==> src/rtl/core/i2c_master_register_access_assert.svh <==
// Assertion macros used by the I2C master sequencer.
`ifndef I2C_MASTER_REGISTER_ACCESS_ASSERT_SVH
`define I2C_MASTER_REGISTER_ACCESS_ASSERT_SVH

// The consequent must hold in the same cycle as the antecedent.
`define I2CM_ASSERT_SAME(label, clk, rst, ante, cons, msg) \
   label: assert property (@(posedge clk) disable iff (rst) (ante) |-> (cons)) \
      else $error(msg);

// The consequent must hold in the cycle after the antecedent.
`define I2CM_ASSERT_NEXT(label, clk, rst, ante, cons, msg) \
   label: assert property (@(posedge clk) disable iff (rst) (ante) |=> (cons)) \
      else $error(msg);

`endif

==> src/rtl/core/i2cm_pkg.sv <==
`default_nettype none

package i2cm_pkg;

   localparam int CsrAddrWidth = 3;
   localparam int CsrDataWidth = 32;

   // Word index of the only configuration register.
   localparam logic RegDeviceAddress = 1'b0;

   localparam logic [6:0] DevAddrReset = 7'd64;
   localparam logic [1:0] MaxBytes     = 2'd2;
   localparam logic       ReadBit      = 1'b1;
   localparam logic       WriteBit     = 1'b0;

   typedef struct packed {
      logic        kind;
      logic        is_read;
      logic [7:0]  reg_address;
      logic [15:0] write_data;
      logic [1:0]  byte_count;
      logic        sda_in;
   } req_type;

   typedef struct packed {
      logic        scl_level;
      logic        sda_level;
      logic        sda_enable;
      logic        busy_res;
      logic        done_res;
      logic [15:0] read_data;
      logic        nack_seen;
   } rsp_type;

endpackage

`default_nettype wire

==> src/rtl/core/i2cm_csr.sv <==
`default_nettype none

module i2cm_csr (
   input  wire logic                               clock,
   input  wire logic                               reset,
   input  wire logic                               psel,
   input  wire logic                               penable,
   input  wire logic                               pwrite,
   input  wire logic [i2cm_pkg::CsrAddrWidth-1:0]  paddr,
   input  wire logic [i2cm_pkg::CsrDataWidth-1:0]  pwdata,
   output logic      [i2cm_pkg::CsrDataWidth-1:0]  prdata,
   output logic                                    pready,
   output logic      [6:0]                         device_address
);

   logic [6:0] dev_addr_ff;
   logic [6:0] dev_addr_in;
   logic       reg_hit;

   assign reg_hit = (paddr[i2cm_pkg::CsrAddrWidth-1:2] == i2cm_pkg::RegDeviceAddress);

   always_comb begin
      dev_addr_in = dev_addr_ff;
      if (psel && penable && pwrite && reg_hit) begin
         dev_addr_in = pwdata[6:0];
      end
   end

   always_ff @(posedge clock) begin
      if (reset) begin
         dev_addr_ff <= i2cm_pkg::DevAddrReset;
      end else begin
         dev_addr_ff <= dev_addr_in;
      end
   end

   assign pready         = 1'b1;
   assign prdata         = reg_hit ? {{(i2cm_pkg::CsrDataWidth-7){1'b0}}, dev_addr_ff}
                                   : '0;
   assign device_address = dev_addr_ff;

endmodule

`default_nettype wire

==> src/rtl/core/i2cm_seq.sv <==
`default_nettype none

module i2cm_seq (
   input  wire logic              clock,
   input  wire logic              reset,
   input  wire logic              step_en,
   input  wire i2cm_pkg::req_type req,
   input  wire logic [6:0]        device_address,
   output i2cm_pkg::rsp_type      rsp
);

`include "i2c_master_register_access_assert.svh"

   typedef enum logic [4:0] {
      PH_IDLE, PH_START, PH_ADDR_W, PH_REG, PH_DATA_TX,
      PH_RESTART, PH_ADDR_R, PH_DATA_RX, PH_STOP
   } phase_type;

   phase_type   phase_ff, phase_in;
   logic [3:0]  bit_ff, bit_in;
   logic [1:0]  sub_ff, sub_in;
   logic [7:0]  shift_ff, shift_in;
   logic [1:0]  left_ff, left_in;
   logic [15:0] hold_ff, hold_in;
   logic        dir_ff, dir_in;
   logic        nack_ff, nack_in;
   logic [7:0]  reg_ff, reg_in;
   logic        scl_ff, scl_in;
   logic        sda_ff, sda_in;
   logic        en_ff, en_in;
   logic        done;
   logic [1:0]  cnt;
   logic [1:0]  left_dec;

   // Byte count: zero counts as one, above the limit saturates.
   assign cnt = (req.byte_count == 2'd0)     ? 2'd1 :
                (req.byte_count > i2cm_pkg::MaxBytes) ? i2cm_pkg::MaxBytes :
                req.byte_count;
   assign left_dec = (left_ff != 2'd0) ? left_ff - 2'd1 : 2'd0;

   always_comb begin
      phase_in = phase_ff;
      bit_in   = bit_ff;
      sub_in   = sub_ff;
      shift_in = shift_ff;
      left_in  = left_ff;
      hold_in  = hold_ff;
      dir_in   = dir_ff;
      nack_in  = nack_ff;
      reg_in   = reg_ff;
      scl_in   = scl_ff;
      sda_in   = sda_ff;
      en_in    = en_ff;
      done     = 1'b0;
      if (req.kind) begin
         // A request while a transaction runs is dropped.
         if (phase_ff == PH_IDLE) begin
            dir_in  = req.is_read;
            reg_in  = req.reg_address;
            left_in = cnt;
            if (req.is_read) begin
               hold_in = 16'd0;
            end else if (cnt == 2'd1) begin
               hold_in = {req.write_data[7:0], 8'd0};
            end else begin
               hold_in = req.write_data;
            end
            nack_in  = 1'b0;
            bit_in   = 4'd0;
            shift_in = 8'd0;
            sub_in   = 2'd0;
            phase_in = PH_START;
         end
      end else begin
         case (phase_ff)
            PH_START, PH_RESTART: begin
               case (sub_ff)
                  2'd0: begin
                     en_in  = 1'b1;
                     sda_in = 1'b1;
                     sub_in = 2'd1;
                  end
                  2'd1: begin
                     scl_in = 1'b1;
                     sub_in = 2'd2;
                  end
                  2'd2: begin
                     sda_in = 1'b0;
                     sub_in = 2'd3;
                  end
                  default: begin
                     scl_in = 1'b0;
                     bit_in = 4'd0;
                     sub_in = 2'd0;
                     if (phase_ff == PH_START) begin
                        phase_in = PH_ADDR_W;
                        shift_in = {device_address, i2cm_pkg::WriteBit};
                     end else begin
                        phase_in = PH_ADDR_R;
                        shift_in = {device_address, i2cm_pkg::ReadBit};
                     end
                  end
               endcase
            end
            PH_ADDR_W, PH_REG, PH_DATA_TX, PH_ADDR_R: begin
               if (bit_ff < 4'd8) begin
                  case (sub_ff)
                     2'd0: begin
                        en_in  = 1'b1;
                        sda_in = shift_ff[7];
                        sub_in = 2'd1;
                     end
                     2'd1: begin
                        scl_in = 1'b1;
                        sub_in = 2'd2;
                     end
                     default: begin
                        scl_in   = 1'b0;
                        shift_in = {shift_ff[6:0], 1'b0};
                        bit_in   = bit_ff + 4'd1;
                        sub_in   = 2'd0;
                     end
                  endcase
               end else begin
                  // Ack slot driven by the slave.
                  case (sub_ff)
                     2'd0: begin
                        en_in  = 1'b0;
                        sda_in = 1'b1;
                        sub_in = 2'd1;
                     end
                     2'd1: begin
                        scl_in = 1'b1;
                        if (req.sda_in) begin
                           nack_in = 1'b1;
                        end
                        sub_in = 2'd2;
                     end
                     default: begin
                        scl_in = 1'b0;
                        sub_in = 2'd0;
                        bit_in = 4'd0;
                        case (phase_ff)
                           PH_ADDR_W: begin
                              phase_in = PH_REG;
                              shift_in = reg_ff;
                           end
                           PH_REG: begin
                              if (dir_ff) begin
                                 phase_in = PH_RESTART;
                                 bit_in   = bit_ff;
                              end else begin
                                 phase_in = PH_DATA_TX;
                                 shift_in = hold_ff[15:8];
                                 hold_in  = {hold_ff[7:0], 8'd0};
                              end
                           end
                           PH_DATA_TX: begin
                              left_in = left_dec;
                              if (left_dec != 2'd0) begin
                                 shift_in = hold_ff[15:8];
                                 hold_in  = {hold_ff[7:0], 8'd0};
                              end else begin
                                 phase_in = PH_STOP;
                                 bit_in   = bit_ff;
                              end
                           end
                           default: begin
                              phase_in = PH_DATA_RX;
                              shift_in = 8'd0;
                           end
                        endcase
                     end
                  endcase
               end
            end
            PH_DATA_RX: begin
               if (bit_ff < 4'd8) begin
                  case (sub_ff)
                     2'd0: begin
                        en_in  = 1'b0;
                        sda_in = 1'b1;
                        sub_in = 2'd1;
                     end
                     2'd1: begin
                        scl_in   = 1'b1;
                        shift_in = {shift_ff[6:0], req.sda_in};
                        sub_in   = 2'd2;
                     end
                     default: begin
                        scl_in = 1'b0;
                        bit_in = bit_ff + 4'd1;
                        sub_in = 2'd0;
                     end
                  endcase
               end else begin
                  // Master ack: NACK after the last byte.
                  case (sub_ff)
                     2'd0: begin
                        en_in  = 1'b1;
                        sda_in = (left_ff <= 2'd1);
                        sub_in = 2'd1;
                     end
                     2'd1: begin
                        scl_in = 1'b1;
                        sub_in = 2'd2;
                     end
                     default: begin
                        scl_in  = 1'b0;
                        hold_in = {hold_ff[7:0], shift_ff};
                        left_in = left_dec;
                        sub_in  = 2'd0;
                        if (left_dec != 2'd0) begin
                           shift_in = 8'd0;
                           bit_in   = 4'd0;
                        end else begin
                           phase_in = PH_STOP;
                        end
                     end
                  endcase
               end
            end
            PH_STOP: begin
               case (sub_ff)
                  2'd0: begin
                     en_in  = 1'b1;
                     sda_in = 1'b0;
                     sub_in = 2'd1;
                  end
                  2'd1: begin
                     scl_in = 1'b1;
                     sub_in = 2'd2;
                  end
                  default: begin
                     sda_in   = 1'b1;
                     sub_in   = 2'd0;
                     phase_in = PH_IDLE;
                     done     = 1'b1;
                  end
               endcase
            end
            default: begin
            end
         endcase
      end
   end

   always_ff @(posedge clock) begin
      if (reset) begin
         phase_ff <= PH_IDLE;
         bit_ff   <= 4'd0;
         sub_ff   <= 2'd0;
         shift_ff <= 8'd0;
         left_ff  <= 2'd0;
         hold_ff  <= 16'd0;
         dir_ff   <= 1'b0;
         nack_ff  <= 1'b0;
         reg_ff   <= 8'd0;
         scl_ff   <= 1'b1;
         sda_ff   <= 1'b1;
         en_ff    <= 1'b1;
      end else if (step_en) begin
         phase_ff <= phase_in;
         bit_ff   <= bit_in;
         sub_ff   <= sub_in;
         shift_ff <= shift_in;
         left_ff  <= left_in;
         hold_ff  <= hold_in;
         dir_ff   <= dir_in;
         nack_ff  <= nack_in;
         reg_ff   <= reg_in;
         scl_ff   <= scl_in;
         sda_ff   <= sda_in;
         en_ff    <= en_in;
      end
   end

   // The result describes the state after this beat's step.
   always_comb begin
      rsp.scl_level  = scl_in;
      rsp.sda_level  = sda_in;
      rsp.sda_enable = en_in;
      rsp.busy_res   = (phase_in != PH_IDLE);
      rsp.done_res   = done;
      rsp.read_data  = dir_in ? hold_in : 16'd0;
      rsp.nack_seen  = nack_in;
   end

   `I2CM_ASSERT_SAME(a_idle_lines_high, clock, reset, (phase_ff == PH_IDLE), (scl_ff && sda_ff && en_ff), "bus lines not released high while idle")
   `I2CM_ASSERT_SAME(a_bit_count_range, clock, reset, 1'b1, (bit_ff <= 4'd8), "bit count beyond one byte")
   `I2CM_ASSERT_SAME(a_sub_step_range, clock, reset, (phase_ff != PH_START && phase_ff != PH_RESTART), (sub_ff != 2'd3), "fourth sub-step outside a start condition")
   `I2CM_ASSERT_NEXT(a_done_goes_idle, clock, reset, (step_en && done), (phase_ff == PH_IDLE && !scl_ff == 1'b0), "sequencer not idle after stop")

endmodule

`default_nettype wire

==> src/rtl/core/i2c_master_register_access.sv <==
`default_nettype none

// I2C register-access master. Each request beat (kind = 1) latches one register write or read
// transaction if the sequencer is idle; each tick beat (kind = 0) makes one SCL or SDA change, and
// every beat accepted on the req_ channel returns exactly one rsp_ beat with the bus levels, busy,
// done, read data and the slave NACK flag after that step. One beat is accepted every clock cycle
// unless rsp_stall holds the result register: a beat is captured in an input register, and the
// sequencer step runs between that register and the result register. device_address sits at byte
// address 0 of the APB port and should only be written while no transaction is running.

module i2c_master_register_access (
   input  wire logic                               clock,
   input  wire logic                               reset,
   input  wire logic                               req_valid,
   output logic                                    req_stall,
   input  wire logic                               req_kind,
   input  wire logic                               req_is_read,
   input  wire logic [7:0]                         req_reg_address,
   input  wire logic [15:0]                        req_write_data,
   input  wire logic [1:0]                         req_byte_count,
   input  wire logic                               req_sda_in,
   output logic                                    rsp_valid,
   input  wire logic                               rsp_stall,
   output logic                                    rsp_scl_level,
   output logic                                    rsp_sda_level,
   output logic                                    rsp_sda_enable,
   output logic                                    rsp_busy_res,
   output logic                                    rsp_done_res,
   output logic      [15:0]                        rsp_read_data,
   output logic                                    rsp_nack_seen,
   input  wire logic                               psel,
   input  wire logic                               penable,
   input  wire logic                               pwrite,
   input  wire logic [i2cm_pkg::CsrAddrWidth-1:0]  paddr,
   input  wire logic [i2cm_pkg::CsrDataWidth-1:0]  pwdata,
   output logic      [i2cm_pkg::CsrDataWidth-1:0]  prdata,
   output logic                                    pready
);

   i2cm_pkg::req_type in_ff, in_in;
   logic              in_valid_ff, in_valid_in;
   i2cm_pkg::rsp_type out_ff, out_in;
   logic              out_valid_ff, out_valid_in;
   i2cm_pkg::rsp_type step_rsp;
   logic [6:0]        device_address;
   logic              out_free;
   logic              advance;
   logic              accept_in;

   i2cm_csr u_csr (
      .clock          (clock),
      .reset          (reset),
      .psel           (psel),
      .penable        (penable),
      .pwrite         (pwrite),
      .paddr          (paddr),
      .pwdata         (pwdata),
      .prdata         (prdata),
      .pready         (pready),
      .device_address (device_address)
   );

   i2cm_seq u_seq (
      .clock          (clock),
      .reset          (reset),
      .step_en        (advance),
      .req            (in_ff),
      .device_address (device_address),
      .rsp            (step_rsp)
   );

   // The held beat steps the sequencer once the result register can take its result.
   assign out_free  = !out_valid_ff || !rsp_stall;
   assign advance   = in_valid_ff && out_free;
   assign req_stall = in_valid_ff && !out_free;
   assign accept_in = req_valid && !req_stall;

   always_comb begin
      in_in.kind        = req_kind;
      in_in.is_read     = req_is_read;
      in_in.reg_address = req_reg_address;
      in_in.write_data  = req_write_data;
      in_in.byte_count  = req_byte_count;
      in_in.sda_in      = req_sda_in;
      in_valid_in       = accept_in || (in_valid_ff && !advance);
      out_in            = step_rsp;
      out_valid_in      = advance || (out_valid_ff && rsp_stall);
   end

   always_ff @(posedge clock) begin
      if (reset) begin
         in_valid_ff  <= 1'b0;
         out_valid_ff <= 1'b0;
      end else begin
         in_valid_ff  <= in_valid_in;
         out_valid_ff <= out_valid_in;
      end
   end

   always_ff @(posedge clock) begin
      if (accept_in) begin
         in_ff <= in_in;
      end
      if (advance) begin
         out_ff <= out_in;
      end
   end

   assign rsp_valid      = out_valid_ff;
   assign rsp_scl_level  = out_ff.scl_level;
   assign rsp_sda_level  = out_ff.sda_level;
   assign rsp_sda_enable = out_ff.sda_enable;
   assign rsp_busy_res   = out_ff.busy_res;
   assign rsp_done_res   = out_ff.done_res;
   assign rsp_read_data  = out_ff.read_data;
   assign rsp_nack_seen  = out_ff.nack_seen;

endmodule

`default_nettype wire
==> config.mk <==
export PLATFORM = sky130hd
export DESIGN_NAME = i2c_master_register_access
export DESIGN_NICKNAME = d
export VERILOG_FILES = /design/src/rtl/core/i2cm_pkg.sv /design/src/rtl/core/i2cm_csr.sv /design/src/rtl/core/i2cm_seq.sv /design/src/rtl/core/i2c_master_register_access.sv
export VERILOG_INCLUDE_DIRS = /design/src /design/src/rtl/core
export SDC_FILE = /design/constraint.sdc
export NUM_CORES = 1
export LEC_CHECK = 0
export BUFFER_PORTS_ARGS = -buffer_cell sky130_fd_sc_hd__buf_2
export CORE_MARGIN = 4
export CORE_UTILIZATION = 49
export DETAILED_ROUTE_END_ITERATION = 12
export GPL_ROUTABILITY_DRIVEN = 0
export MAX_ROUTING_LAYER = met4
export PLACE_DENSITY = 0.84
export SLEW_MARGIN = 10
export SYNTH_ARGS = -nofsm -noshare
export SYNTH_HDL_FRONTEND = slang
export SYNTH_SLANG_ARGS = --single-unit
export TNS_END_PERCENT = 20
==> constraint.sdc <==
create_clock -name clock -period 2.6 [get_ports clock]
set_input_delay 0.39 -clock clock [delete_from_list [all_inputs] [get_ports clock]]
set_output_delay 0.39 -clock clock [all_outputs]
set_load 0.01 [all_outputs]
After elaboration in Yosys (flattened, before gate mapping)

Cells that the tools add are included.

RAM bits: 0
Word-level logic and storage cells: 196
Latch bits: 0
Memories kept: 0
ROM bits: 0
Bits in registers: 110

Multipliers: 0
Magnitude comparators: 3
Div/mod/pow operators: 0
Reductions and logical operators: 39
Add/sub/neg operators: 2
Bitwise operators: 2
Equal/unequal tests: 24
Shifts and indexed selects: 0
Multiplexer cells: 98

Operators with widths:

| cell                 | count |
|---|---|
| $mux W16             | 10 |
| $mux W8              | 12 |
| $pmux W16 S2         | 2 |
| $pmux W8 S3          | 2 |
| $mux W5              | 9 |
| $mux W4              | 10 |
| $mux W1              | 24 |
| $mux W2              | 12 |
| $eq A5 B3 Y1 const B | 4 |
| $pmux W5 S4          | 1 |
| $ne A3 B3 Y1 const B | 5 |
| $pmux W5 S3          | 1 |
| $pmux W2 S2          | 3 |
| $pmux W4 S3          | 1 |
| $eq A5 B2 Y1 const B | 2 |
| $reduce_and A10 Y1   | 1 |
| $logic_and A1 B1 Y1  | 8 |
| $ne A4 B3 Y1 const B | 2 |
| $pmux W1 S2          | 4 |
| $pmux W4 S2          | 1 |
| $reduce_and A8 Y1    | 1 |
| $reduce_or A2 Y1     | 4 |
| $mux W7              | 1 |
| $reduce_and A7 Y1    | 1 |
| 33 further kinds     | 47 |

Depth between registers and ports, before layout

Depth after elaboration: 10
Mapped depth: 10

Hierarchy

From an unflattened synthesis, not the netlist that was laid out.

Cell total of the unflattened synthesis: 604
Area, all modules: 5851.9 um2

Modules (own cells, without submodules):

| module                     | instances | cells an instance | area an instance (um2) |
|---|---|---|---|
| i2cm_seq                   | 1         | 477               | 3652.3 |
| i2c_master_register_access | 1         | 61                | 1617.8 |
| i2cm_csr                   | 1         | 66                | 581.8 |

Least setup slack after synthesis

No wires, ideal clock.

Path type: flip-flop to flip-flop
Start point: register u_seq.sub_ff[0]
End point: register out_ff (netlist bit rsp_read_data[10]), data pin
Required time: 2.334 ns
Clock period less this slack: 2.591 ns
Cell stages (with the launch flop): 11
Data arrival time: 2.325 ns
Path slack: 0.009 ns
Path through: dfxtp_1 inv_1 ha_1 clkbuf_1 or3b_2 buf_2 nor4_1 or2_2 buf_4 mux2i_1 nor2_1

Cells in the longest elaborated chain, start to end: 6

Ends and longest elaborated chain:

| item                                             | line                              | source |
|---|---|---|
| start, declared                                  | i2cm_seq.sv:21                    | `logic [1:0] sub_ff, sub_in;` |
| start signal, assigned                           | i2cm_seq.sv:265                   | `sub_ff <= sub_in;` |
| $eq A2 B1 Y1 or $logic_not A2 Y1 (tied branches) | i2cm_seq.sv:126, i2cm_seq.sv:198  |  |
| $reduce_or A2 Y1 (no source line) *              | --                                |  |
| $mux W16 (on tied branches)                      | i2cm_seq.sv:198, i2cm_seq.sv:126  |  |
| $mux W16 (on tied branches)                      | i2cm_seq.sv:178, i2cm_seq.sv:106  |  |
| $pmux W16 S2 *                                   | i2cm_seq.sv:75                    | `case (phase_ff)` |
| $mux W16 *                                       | i2cm_seq.sv:55                    | `if (req.kind) begin` |
| end signal, assigned                             | i2c_master_register_access.sv:105 | `out_ff <= out_in;` |
| end, declared                                    | i2c_master_register_access.sv:42  | `i2cm_pkg::rsp_type out_ff, out_in;` |

Every way passes the cells marked *; elsewhere a longest branch is shown, timed or not.
A chain may end at the register's enable or synchronous reset.

Worst setup path in the final report

Start point: register u_seq.sub_ff[1]
End point: register u_seq.hold_ff[7]

Cells in the longest elaborated chain, start to end: 6

Ends and longest elaborated chain:

| item                                             | line                             | source |
|---|---|---|
| $eq A2 B1 Y1 or $logic_not A2 Y1 (tied branches) | i2cm_seq.sv:126, i2cm_seq.sv:198 |  |
| $reduce_or A2 Y1 (no source line) *              | --                               |  |
| $mux W16 (on tied branches)                      | i2cm_seq.sv:198, i2cm_seq.sv:126 |  |
| $mux W16 (on tied branches)                      | i2cm_seq.sv:178, i2cm_seq.sv:106 |  |
| $pmux W16 S2 *                                   | i2cm_seq.sv:75                   |  |
| $mux W16 *                                       | i2cm_seq.sv:55                   |  |
| end signal, assigned                             | i2cm_seq.sv:268                  | `hold_ff <= hold_in;` |
| end, declared                                    | i2cm_seq.sv:24                   | `logic [15:0] hold_ff, hold_in;` |

Marked as above.

==> out/results.tsv <==
metric	value	unit
status	complete, no violations	
Final setup viols	0	
Reg-to-Reg Start	u_seq.sub_ff[1]$_SDFFE_PP0P_	
Data required, critical path	2.84	ns
die height	116	um
vias per inst	6.20	
Buffers on Ports	73	
EDFF count, synth	50	
cells on worst reg2reg path	7	
clock latency at the later pin of the worst-skew pair	0.36	ns
Total GRT Usage	0.235	
Synthesis Warnings	0	
hpwl dp	10900	um
crit end category	register	
Mapped Area	5740	sq um
Worst IR Drop VDD	0.441	mV
mux cell area share after synthesis	0.0612	
post-synthesis cell type count	71	
vias	5104	
Setup crit start	u_seq.sub_ff[1]$_SDFFE_PP0P_	
Ports	128	
CTS Buffer Depth	2	
setup TNS	0	ns
Root Driver	clkbuf_16	
largest family of logic cells by synthesized area	compound AO/OA/AOI/OAI gates	
worst slew pin tran	0.712	ns
vias in the first global route	4778	
Die W	116	um
crit-path max FO	9	
final net count	753	
first-pass GRT wire length	24100	um
total CTS buffers	9	
initial DRC count	508	
Final ANT Viol Nets	0	
Final Hold Viols	0	
die area	13500	sq um
first drt pass iteration count	6	
instance count of the mapped netlist	593	
Sink Count	109	
fin worst setup slack	0.159	ns
CP startpoint kind	register	
FP Rows	39	
Seq/Total Area, Yosys	0.467	
commonest cells after routing, fill and taps aside	buf_2 (73), nor2_1 (66), dfxtp_1 (58)	
Min-Delay Path Class	input pin to register	
RSZ-0062 raised after global routing	no	
Initial Utilization	0.501	
Critical Setup Path Class	register to register	
mean cell area of the mapped netlist	9.68	sq um
Synth Area in Compound Gates	0.202	
Seq. cell area	2680	sq um
share of cells above drive strength 1	0.235	
DRC viols	0	
synthesis-to-layout area growth	16.1	%
pre-CTS setup slack	0.0383	ns
Pwr Density	553	nW/um^2
#FFs+latches synth	109	
leading cell type in the layout, fill and taps excluded	buf_2	
final wirelength	15200	um
Tcrit/Tclk final	0.939	
antenna violations before repair	0	
Most used DFF post-synth	dfxtp_1	
area occupied by multi-input gates	2770	sq um
Worst Skew	0.0101	ns
XOR/XNOR Fraction of Synth Area	0.00305	
Avg WL per Cell	18.5	um
H-tree levels	3	
Max Cap Violations	0	
Worst-path clk slew	0.08	ns
core area	11500	sq um
worst hold start	req_write_data[4]	
P_leak	2.66	nW
top cell family by delay on the critical path	compound AO/OA/AOI/OAI gates	
Post-synth ARST share	0	
hold depth	1	
Fillers	938	
CP max-delay cell	nor3b_1	
Max Freq	0.410	GHz
Synth Area in Simple Gates	0.178	
TritonCTS clock tree	yes	
CP arrival	2.68	ns
Diodes inserted	0	
Slew Viols, Final	0	
CP max stage delay	0.51	ns
worst path cell trace	inv_1, ha_1, buf_4, nor3b_1, a31o_2, nor2_1, a221o_1	
fin crit period	2.44	ns
WP buf/inv	2	
Max-slew headroom	0.522	
grt ovf	0	
CP Depth	7	
largest net degree at the start of global routing	41	
Synth Area in Adders	0.0153	
## layout make-up
cell class                      instances  area share
Inverter                               11     0.00619
Sequential cell                       109       0.403
Tap cell                              143      0.0268
Clock buffer                           10      0.0343
Multi-Input combinational cell        430       0.415
Timing Repair Buffer                  114       0.103
Clock inverter                          6      0.0120
## routing by layer
layer	track usage	vias to the layer above	share of wire
li1	-	2330	-
met1	0.287	2367	0.38
met2	0.368	349	0.47
met3	0.0368	58	0.10
met4	0.137	0	0.045
met5	-	-	0
## cell usage after synthesis (all sizes together) (10+ instances only)
| cell type | n | area (sq um) |
|---|---|---|
| dfxtp | 59 | 1180 |
| o31ai | 10 | 75.1 |
| nor3 | 14 | 80.1 |
| a21oi | 33 | 165 |
| edfxtp | 50 | 1500 |
| nand2 | 46 | 173 |
| clkbuf | 27 | 101 |
| mux2i | 25 | 250 |
| inv | 11 | 41.3 |
| a22oi | 29 | 218 |
| buf | 40 | 270 |
| nor2 | 66 | 248 |
| nor2b | 17 | 106 |
| o21ai | 17 | 85.1 |
## through the flow
stage	std cells	util	cell area [sq um]	hold WS, ns	power (W)
finish	823	0.581	6670	0.200	0.00369
global route	823	0.581	6670	0.195	0.00381
CTS	823	0.580	6650	0.198	0.00368
detailed placement	807	0.552	6330	0.448	0.00228
global placement	807	0.552	6330	0.440	0.00227
floorplan	617	-	5830	0.431	0.00217
## flip-flops by register name, summed over array words and instances, names as in the netlist, 2 cells and up
signal	cells
u_seq.phase_ff	5
u_seq.shift_ff	8
u_csr.device_address	7
u_seq.sub_ff	2
u_seq.left_ff	2
u_seq.reg_ff	8
u_seq.bit_ff	4
u_seq.hold_ff	16
in_ff	28
rsp_read_data	16
## final timing paths
| kind | endpoint | slack (ns) |
|---|---|---|
| min | in_ff[7]$_DFFE_PP_ | 0.20 |
| max | u_seq.hold_ff[7]$_SDFFE_PP0P_ | 0.16 |
| max reg2reg | u_seq.hold_ff[7]$_SDFFE_PP0P_ | 0.16 |
| min reg2reg | u_seq.nack_ff$_SDFFE_PP0P_ | 0.46 |
## what timing repair did
action,4_1_cts,5_1_grt
hold buffers,0,0
buffers inserted,0,0
pin swaps,0,0
gates resized for setup,2,7
setup endpoints to repair,6,15
## cell families (layout without fill, tap and decap cells)
family                   after synthesis  in the layout
other                                  2             26
flip-flops                           109            109
adder cells (fa/ha/maj)                7              7
XOR/XNOR                               2              2
AND/OR/NAND/NOR                      202            202
AO/OA/AOI/OAI                        159            159
buffers and inverters                 78            141
multiplexers                          34             34
## power by group
part           switching (W)  leakage [nW]  internal (W)  total (W)
logic               0.000221          1.55      0.000130   0.000351
registers          0.0000451         0.958       0.00186    0.00190
clock network       0.000667         0.152      0.000769    0.00144
total               0.000933          2.66       0.00276    0.00369
Note: power is estimated with default switching activity, not from simulation.
